<file path="config.mk">
export PLATFORM = sky130hd
export DESIGN_NAME = agls_ctrl
export DESIGN_NICKNAME = d
export VERILOG_FILES = /design/src/hw/rtl/agls_pkg.sv /design/src/hw/rtl/agls_ctrl.sv
export SDC_FILE = /design/constraint.sdc
export NUM_CORES = 1
export LEC_CHECK = 0
export ABC_AREA = 1
export BUFFER_PORTS_ARGS = -buffer_cell sky130_fd_sc_hd__buf_2
export CAP_MARGIN = 5
export CORE_AREA = 2 2 39 41
export DETAILED_ROUTE_END_ITERATION = 10
export DIE_AREA = 0 0 41 43
export GPL_TIMING_DRIVEN = 0
export PLACE_DENSITY_LB_ADDON = 0.15
export SYNTH_ARGS = -nofsm -noshare
export SYNTH_HDL_FRONTEND = slang
export SYNTH_SLANG_ARGS = --single-unit
export TNS_END_PERCENT = 20
</file>
<file path="constraint.sdc">
create_clock -name clk -period 2.7 [get_ports clk]
set_input_delay 0 -clock clk [delete_from_list [all_inputs] [get_ports clk]]
set_output_delay 0 -clock clk [all_outputs]
set_load 0.01 [all_outputs]
</file>
<file path="src/hw/rtl/agls_pkg.sv">
`timescale 1ns / 1ps
// ----------------------------------------------------------------------------
// agls_pkg
// Shared types and codes for the ASAP gate layer scheduler.
// ----------------------------------------------------------------------------
package agls_pkg;

  localparam logic [1:0] CMD_ONE    = 2'd0;
  localparam logic [1:0] CMD_CZ     = 2'd1;
  localparam logic [1:0] CMD_GLOBAL = 2'd2;
  localparam logic [1:0] CMD_CLEAR  = 2'd3;

  localparam logic [1:0] ST_PLACED   = 2'd0;
  localparam logic [1:0] ST_NO_LAYER = 2'd1;
  localparam logic [1:0] ST_BAD_QUB  = 2'd2;

  localparam logic REG_NUM_QUBITS = 1'b0;
  localparam logic REG_LAYER_CAP  = 1'b1;

  localparam int CFG_W = 13;

  typedef struct packed {
    logic [1:0] cmd;
    logic [5:0] qubit_a;
    logic [5:0] qubit_b;
  } in_t;

  typedef struct packed {
    logic [9:0]  layer;
    logic [5:0]  low_qubit;
    logic [5:0]  high_qubit;
    logic [10:0] layers_open;
    logic [1:0]  status;
  } out_t;

  // Commands from the controller to the datapath.
  typedef struct packed {
    logic load;
    logic rd;
    logic eval;
    logic fill_rd;
    logic step;
    logic commit;
    logic wr_b;
  } ctl_t;

  // Status from the datapath to the controller.
  typedef struct packed {
    logic go_scan;
    logic scan_more;
    logic fill_full;
    logic no_room;
  } sts_t;

endpackage

</file>
<file path="src/hw/rtl/agls_ctrl.sv">
`timescale 1ns / 1ps
// ----------------------------------------------------------------------------
// agls_ctrl
// Sequencer that walks one request through read, evaluate, scan and commit.
// ----------------------------------------------------------------------------
module agls_ctrl (
  input  logic          clk,
  input  logic          rst_n,
  input  logic          start,
  output logic          busy,
  output logic          out_valid,
  output agls_pkg::ctl_t ctl,
  input  agls_pkg::sts_t sts
);

  localparam logic [2:0] S_IDLE   = 3'd0;
  localparam logic [2:0] S_READ   = 3'd1;
  localparam logic [2:0] S_EVAL   = 3'd2;
  localparam logic [2:0] S_SCAN   = 3'd3;
  localparam logic [2:0] S_CHK    = 3'd4;
  localparam logic [2:0] S_COMMIT = 3'd5;
  localparam logic [2:0] S_WRB    = 3'd6;

  logic [2:0] state_r, state_nxt;
  logic       valid_r, valid_nxt;

  always_comb begin
    state_nxt = state_r;
    valid_nxt = 1'b0;
    ctl       = '0;
    unique case (state_r)
      S_IDLE: begin
        if (start) begin
          ctl.load  = 1'b1;
          state_nxt = S_READ;
        end
      end
      S_READ: begin
        ctl.rd    = 1'b1;
        state_nxt = S_EVAL;
      end
      S_EVAL: begin
        ctl.eval = 1'b1;
        if (sts.go_scan) begin
          state_nxt = S_SCAN;
        end else begin
          valid_nxt = 1'b1;
          state_nxt = S_IDLE;
        end
      end
      S_SCAN: begin
        if (sts.scan_more) begin
          ctl.fill_rd = 1'b1;
          state_nxt   = S_CHK;
        end else begin
          state_nxt = S_COMMIT;
        end
      end
      S_CHK: begin
        if (sts.fill_full) begin
          ctl.step  = 1'b1;
          state_nxt = S_SCAN;
        end else begin
          state_nxt = S_COMMIT;
        end
      end
      S_COMMIT: begin
        ctl.commit = 1'b1;
        if (sts.no_room) begin
          valid_nxt = 1'b1;
          state_nxt = S_IDLE;
        end else begin
          state_nxt = S_WRB;
        end
      end
      S_WRB: begin
        ctl.wr_b  = 1'b1;
        valid_nxt = 1'b1;
        state_nxt = S_IDLE;
      end
      default: begin
        state_nxt = S_IDLE;
      end
    endcase
  end

  always_ff @(posedge clk) begin
    if (!rst_n) begin
      state_r <= S_IDLE;
      valid_r <= 1'b0;
    end else begin
      state_r <= state_nxt;
      valid_r <= valid_nxt;
    end
  end

  assign busy      = (state_r != S_IDLE);
  assign out_valid = valid_r;

endmodule

</file>
==> impl_metrics.py, run 1 <==
metrics = {
    "power_and_ir_drop": {
        "switching_power_uw": 63.5,
        "ir_drop_mv": 0.169,
        "seq_power_share_pct": 33.7,
        "p_leak_uw": 0.000252,
        "powerDensity_nw_per_um2": 495,
        "p_total_uw": 204,
        "power_frac_clock_pct": 35.7,
        "power_frac_comb_pct": 30.7,
        "p_int_uw": 140,
        "switching_share_pct": 31.2,
    },
    "floorplanning": {
        "dieHeight_um": 43,
        "placementRows": 14,
        "io_pins": 16,
        "die_area_um2": 1760,
        "core_area_um2": 1380,
        "initial_core_util_pct": 20.5,
        "die_x_um": 41,
    },
    "sta": {
        "finalSetupViolations": 0,
        "fin_crit_sh_pct": 42.9,
        "slew_viol_final": 0,
        "fmax_mhz": 864,
        "hold_violations": 0,
        "rsz0062_at_grt": "false",
        "worst_pin_slew_ns": 0.222,
        "clock_skew_ns": 0.00162,
        "tns_ns": 0,
        "period_minus_slack_ns": 1.16,
        "maxSlewHeadroom_pct": 85.2,
    },
    "clock_tree": {
        "cts_buffer_depth": 2,
        "h-tree-depth": 1,
        "cts_tree": "done",
        "clock_latency_ns": 0.23,
        "post_cts_buffers": 0,
        "clockRootBuffer": "clkbuf_4",
        "clkTransAtPathRegs_ns": 0.04,
        "clock_sinks": 4,
        "cts_hold_buf": 1,
        "cts_resized": 0,
        "cts_buffers": 3,
    },
    "synthesis": {
        "synth_top_cells_by_area": "dfxtp_1, inv_1, nor2_1, buf_6, nand3_1",
        "syn-num-nets": 54,
        "yosysMostFrequentCell": "inv_1",
        "yosys_warnings": 0,
        "postSynth.asyncResetShare_pct": 0,
        "synth.top_cell.area_share_pct": 28.2,
        "avgSynthCellArea_um2": 6.04,
        "yosys.cell_types.count": 14,
        "synth_top_cell_by_area": "dfxtp_1",
        "synth-edff-count": 0,
        "synthCells": 47,
        "synth_common_cells": "inv_1, nor2_1, nand2_1",
        "ys_seq_area_share_pct": 28.2,
        "ys.flop_type": "dfxtp_1",
        "syn_area_um2": 284,
        "synth-seq-cells": 4,
    },
    "route": {
        "routed_via_density": 4.16,
        "remaining_drc_errors": 0,
        "postRouteAntennaNets": 0,
        "wl_per_cell_um": 8.20,
        "drtIter0Drc": 9,
        "via_count": 341,
        "wl_um": 672,
        "firstDrtPassIters": 4,
    },
    "worst_setup_path": {
        "crit_required_ns": 2.70,
        "path_class": "flip-flop to primary output",
        "critPathCaptureType": "primary output",
        "reg2reg_depth": 5,
        "crit_fanout": 8,
        "cp-start-kind": "flip-flop",
        "crit_arrival_ns": 1.16,
    },
    "global_route": {
        "grt_max_degree": 10,
        "grt-ovfl-total": 0,
        "grt_usage_pct": 10.3,
        "grt_pass1_vias": 296,
        "antenna_found_initial": 0,
        "grt_pass1_wl_um": 1210,
    },
    "cells_and_area": {
        "postLayoutCoreUtil_pct": 29.7,
        "layout.nets": 75,
        "finalInstanceArea_um2": 412,
        "diodes": 0,
        "drive_gt1_share_pct": 33.3,
        "syn_to_final_growth_pct": 44.9,
        "final_cells": 82,
    },
    "place": {
        "place_area_um2": 379,
        "io_buffers": 15,
        "dp.cells": 78,
        "dpl.hpwl_um": 567,
        "routabilityCongestion": 0.720,
    },
    "job": {
        "drv_cap": 0,
    },
    "min_path": {
        "worstHoldPathCells": 3,
        "hold_path.class": "input pin to flip-flop",
    },
    "outcome": {
        "status": "finished clean",
    },
}
[routing by layer]
| layer | part of all wire (%) | GRT usage, % | routed length, µm |
|---|---|---|---|
| met5 | 0 | 0 | 0 |
| met4 | 0 | 6.00 | 0 |
| met3 | 4.6 | 4.71 | 31 |
| met2 | 45 | 13.1 | 302 |
| met1 | 50 | 13.8 | 338 |
[cell type report]
| type | count | area [µm²] |
|---|---|---|
| fillers | 170 | 972 |
| plain buffers | 2 | 22.5 |
| clock buffers | 3 | 22.5 |
| multi-input cells | 29 | 136 |
| flip-flops and latches | 4 | 80.1 |
| inverters | 12 | 45.0 |
| repair buffers | 16 | 85.1 |
| well taps | 16 | 20.0 |
[flip-flops by register name, indices dropped and copies added (netlist names)]
register,count
out_valid,1
state_r,3
[final timing paths]
path	from	to	slack, ns
hold reg to reg	state_r[1]$_SDFFE_PN0P_	state_r[0]$_SDFFE_PN0P_	0.59
hold / removal	sts[0]	out_valid$_SDFF_PN0_	0.06
setup reg to reg	state_r[0]$_SDFFE_PN0P_	state_r[0]$_SDFFE_PN0P_	1.68
setup / recovery	state_r[0]$_SDFFE_PN0P_	ctl[6]	1.54
[power groups by stage]
stage               clock, µW  sequential (µW)  combinational, µW
global placement            0             69.2               62.3
floorplan                   0             68.9               41.0
detailed placement          0             69.2               61.9
global route             78.9             69.2               72.9
finish                   72.6             68.6               62.4
CTS                      77.2             68.4               63.1
[per-stage QoR]
| stage | worst slack [ns] | hold WS [ns] |
|---|---|---|
| final | 1.54 | 0.0637 |
| after global routing | 1.43 | 0.0894 |
| after CTS | 1.52 | 0.0616 |
| after detailed placement | 1.68 | 0.202 |
| after global placement | 1.68 | 0.202 |
| after floorplan | 1.73 | 0.0871 |
[logic make-up after synthesis]
family / after synthesis / share of synthesized area, %
simple gates: 23 / 37.4
buf+inv: 14 / 23.8
compound gates: 6 / 10.6
flops: 4 / 28.2
[worst max-delay path: stages, from the launching register on]
cell and delay [ns]:
dfxtp_1 0.30, buf_6 0.13, nor2_1 0.16, nand2_1 0.12, nor2_1 0.09, buf_2 0.13
[cell usage in the layout, fill, tap and decap left out]
| master | netlist | layout |
|---|---|---|
| inv_2 | 1 | 1 |
| nand3b_1 | 1 | 1 |
| o21ai_0 | 2 | 2 |
| nor3_1 | 1 | 1 |
| inv_1 | 11 | 11 |
| dfxtp_1 | 4 | 4 |
| nor2_2 | 1 | 1 |
| nor2_1 | 8 | 8 |
| a21oi_1 | 3 | 3 |
| nand2_1 | 5 | 5 |
| nand3_1 | 4 | 4 |
| clkbuf_4 | 0 | 3 |
| dlygate4sd3_1 | 0 | 1 |
| buf_6 | 2 | 2 |
| nand4_1 | 3 | 3 |
| buf_2 | 0 | 15 |
| o21ai_1 | 1 | 1 |
No activity file was read; power rests on OpenSTA's default activity.
==> inputs of run 2 (changes only) <==
- clock period: 2.7 -> 1 ns (I/O delays scaled with it)
==> run 2 against run 1 <==
  * The flow now finishes with violations (negative setup slack)
  * Global-route usage stayed put
  * First-iteration DRC count is 11% lower
  * Clock power grew to 2.7 times the previous value
  * Largest power group is now sequential cells
  * Register-to-register slack got worse by 1.7 ns
  * Cell count rose by 1.2%
  * Combinational power increased to 3.0 times the previous value
==> impl_metrics.py, run 2 (synthesized netlist as in run 1, its figures left out) <==
metrics = {
    "global_route": {
        "antenna_found_initial": 0,
        "grt-ovfl-total": 0,
        "grt_pass1_wl_um": 1210,
        "grt_pass1_vias": 305,
        "grt_max_degree": 10,
        "grt_usage_pct": 10.3,
    },
    "worst_setup_path": {
        "critPathCaptureType": "primary output",
        "r2r_slack_ns": 0.02,
        "crit_required_ns": 1.00,
        "path_class": "flip-flop to primary output",
        "cp_cell_sequence": "nor2_4, nand2_2, nor2_1, buf_2",
        "crit_path_top_delay_cell": "dfxtp_4",
        "crit_family": "flip-flops",
        "crit_arrival_ns": 1.04,
        "cp-start-kind": "flip-flop",
        "cp_slowest_stage_delay_ns": 0.37,
        "critPathBufInv": 1,
        "crit_fanout": 8,
    },
    "clock_tree": {
        "h-tree-depth": 1,
        "clkTransAtPathRegs_ns": 0.04,
        "clockRootBuffer": "clkbuf_4",
        "clock_sinks": 4,
        "clock_latency_ns": 0.23,
        "cts_buffers": 3,
        "cts_tree": "done",
        "cts_buffer_depth": 2,
    },
    "route": {
        "drtIter0Drc": 8,
        "routed_via_density": 4.24,
        "postRouteAntennaNets": 0,
        "wl_um": 701,
        "remaining_drc_errors": 0,
        "wl_per_cell_um": 8.45,
        "firstDrtPassIters": 4,
        "via_count": 352,
    },
    "sta": {
        "worst_pin_slew_ns": 0.217,
        "finalSetupViolations": 6,
        "fmax_mhz": 963,
        "slew_viol_final": 0,
        "clock_skew_ns": 0.00193,
        "layout_setup_ws_ns": -0.0385,
        "maxSlewHeadroom_pct": 85.3,
        "fin_crit_sh_pct": 104,
        "period_minus_slack_ns": 1.04,
        "hold_violations": 0,
        "rsz0062_at_grt": "true",
    },
    "cells_and_area": {
        "final_cells": 83,
        "layout_common_cells": "buf_2, inv_1, nor2_1",
        "syn_to_final_growth_pct": 63.0,
        "fillers": 166,
        "layout.nets": 76,
        "diodes": 0,
        "regArea_um2": 88.8,
        "drive_gt1_share_pct": 50.7,
        "regMostFlops": "state_r",
        "final_common_cell": "buf_2",
        "multiInputGateArea_um2": 168,
        "largest_register_ffs": 3,
    },
    "power_and_ir_drop": {
        "powerDensity_nw_per_um2": 1280,
        "ir_drop_mv": 0.527,
        "p_int_uw": 399,
        "p_leak_uw": 0.000266,
        "switching_share_pct": 32.7,
        "power_frac_clock_pct": 33.2,
        "seq_power_share_pct": 34.9,
        "switching_power_uw": 194,
        "power_frac_comb_pct": 31.9,
    },
    "place": {
        "dpl.hpwl_um": 567,
        "routabilityCongestion": 0.720,
        "io_buffers": 15,
        "dp.cells": 78,
        "post-place-ws_ns": -0.0170,
    },
    "floorplanning": {
        "die_x_um": 41,
        "initial_core_util_pct": 20.5,
        "io_pins": 16,
        "dieHeight_um": 43,
        "die_area_um2": 1760,
        "placementRows": 14,
        "core_area_um2": 1380,
    },
    "outcome": {
        "status": "finished with violations",
        "violations": "negative setup slack",
    },
    "min_path": {
        "hold_path.class": "input pin to flip-flop",
    },
    "job": {
        "drv_cap": 0,
    },
}
## run 2: cell types whose count changed in the layout (fill, tap and decap cells not counted), moves of 2 or more
cell / change
inv_1: -2
dfxtp_1: -3
buf_4: +2
nor2_4: +2
nor2_1: -2
dfxtp_4: +2
## run 2: area by class of cell
class	count	area share (%)
Buffer	1	2.43
Clock buffer	3	4.86
Inverter	12	11.4
Multi-Input combinational cell	29	36.2
Sequential cell	4	19.2
Tap cell	16	4.32
Timing Repair Buffer	18	21.6
## run 2: per-layer routing
metal	global-route usage, %	wire, µm	up-vias
li1	-	-	190
met1	12.8	331	153
met2	14.1	341	9
met3	4.71	27	0
met4	6.00	0	0
met5	0	0	-
## run 2: power groups by stage
stage	Clock, µW	Sequential (µW)	Combinational (µW)
after floorplan	0	186	111
after global placement	0	187	168
after detailed placement	0	187	167
after CTS	208	189	190
after global routing	213	211	216
final	197	207	189
## run 2: timing repair
item	CTS	global route
hold buffers	1	0
buffers inserted	0	2
cloned	0	0
endpoints found under the setup margin	9	9
pin swaps	1	3
resized for setup	10	8
endpoints found under the hold margin	1	0
## run 2: worst paths after layout
kind                            cells after the start                 endpoint                     from
worst min register to register                      2  state_r[0]$_SDFFE_PN0P_  state_r[0]$_SDFFE_PN0P_
worst max-delay path                                4                   ctl[6]  state_r[0]$_SDFFE_PN0P_
worst max register to register                      5  state_r[0]$_SDFFE_PN0P_  state_r[0]$_SDFFE_PN0P_
worst min-delay path                                4  state_r[0]$_SDFFE_PN0P_                   sts[2]
## run 2: stage by stage
stage / power, µW / hold WS [ns] / util, % / setup TNS [ns] / cell area, µm²
floorplan: 297 / 0.0871 / - / 0 / 284
global placement: 355 / 0.202 / 27.4 / -0.0206 / 379
detailed placement: 354 / 0.202 / 27.4 / -0.0170 / 379
CTS: 588 / 0.0611 / 31.8 / -0.304 / 440
global route: 640 / 0.0891 / 33.5 / -0.640 / 463
finish: 592 / 0.0587 / 33.5 / -0.106 / 463
## run 2: worst min-delay path, delay by kind of cell
family | cells | cell delay, ns
and+or+nand+nor | 1 | 0.07
buffers and inverters | 2 | 0.11
AOI/OAI and AO/OA | 1 | 0.06
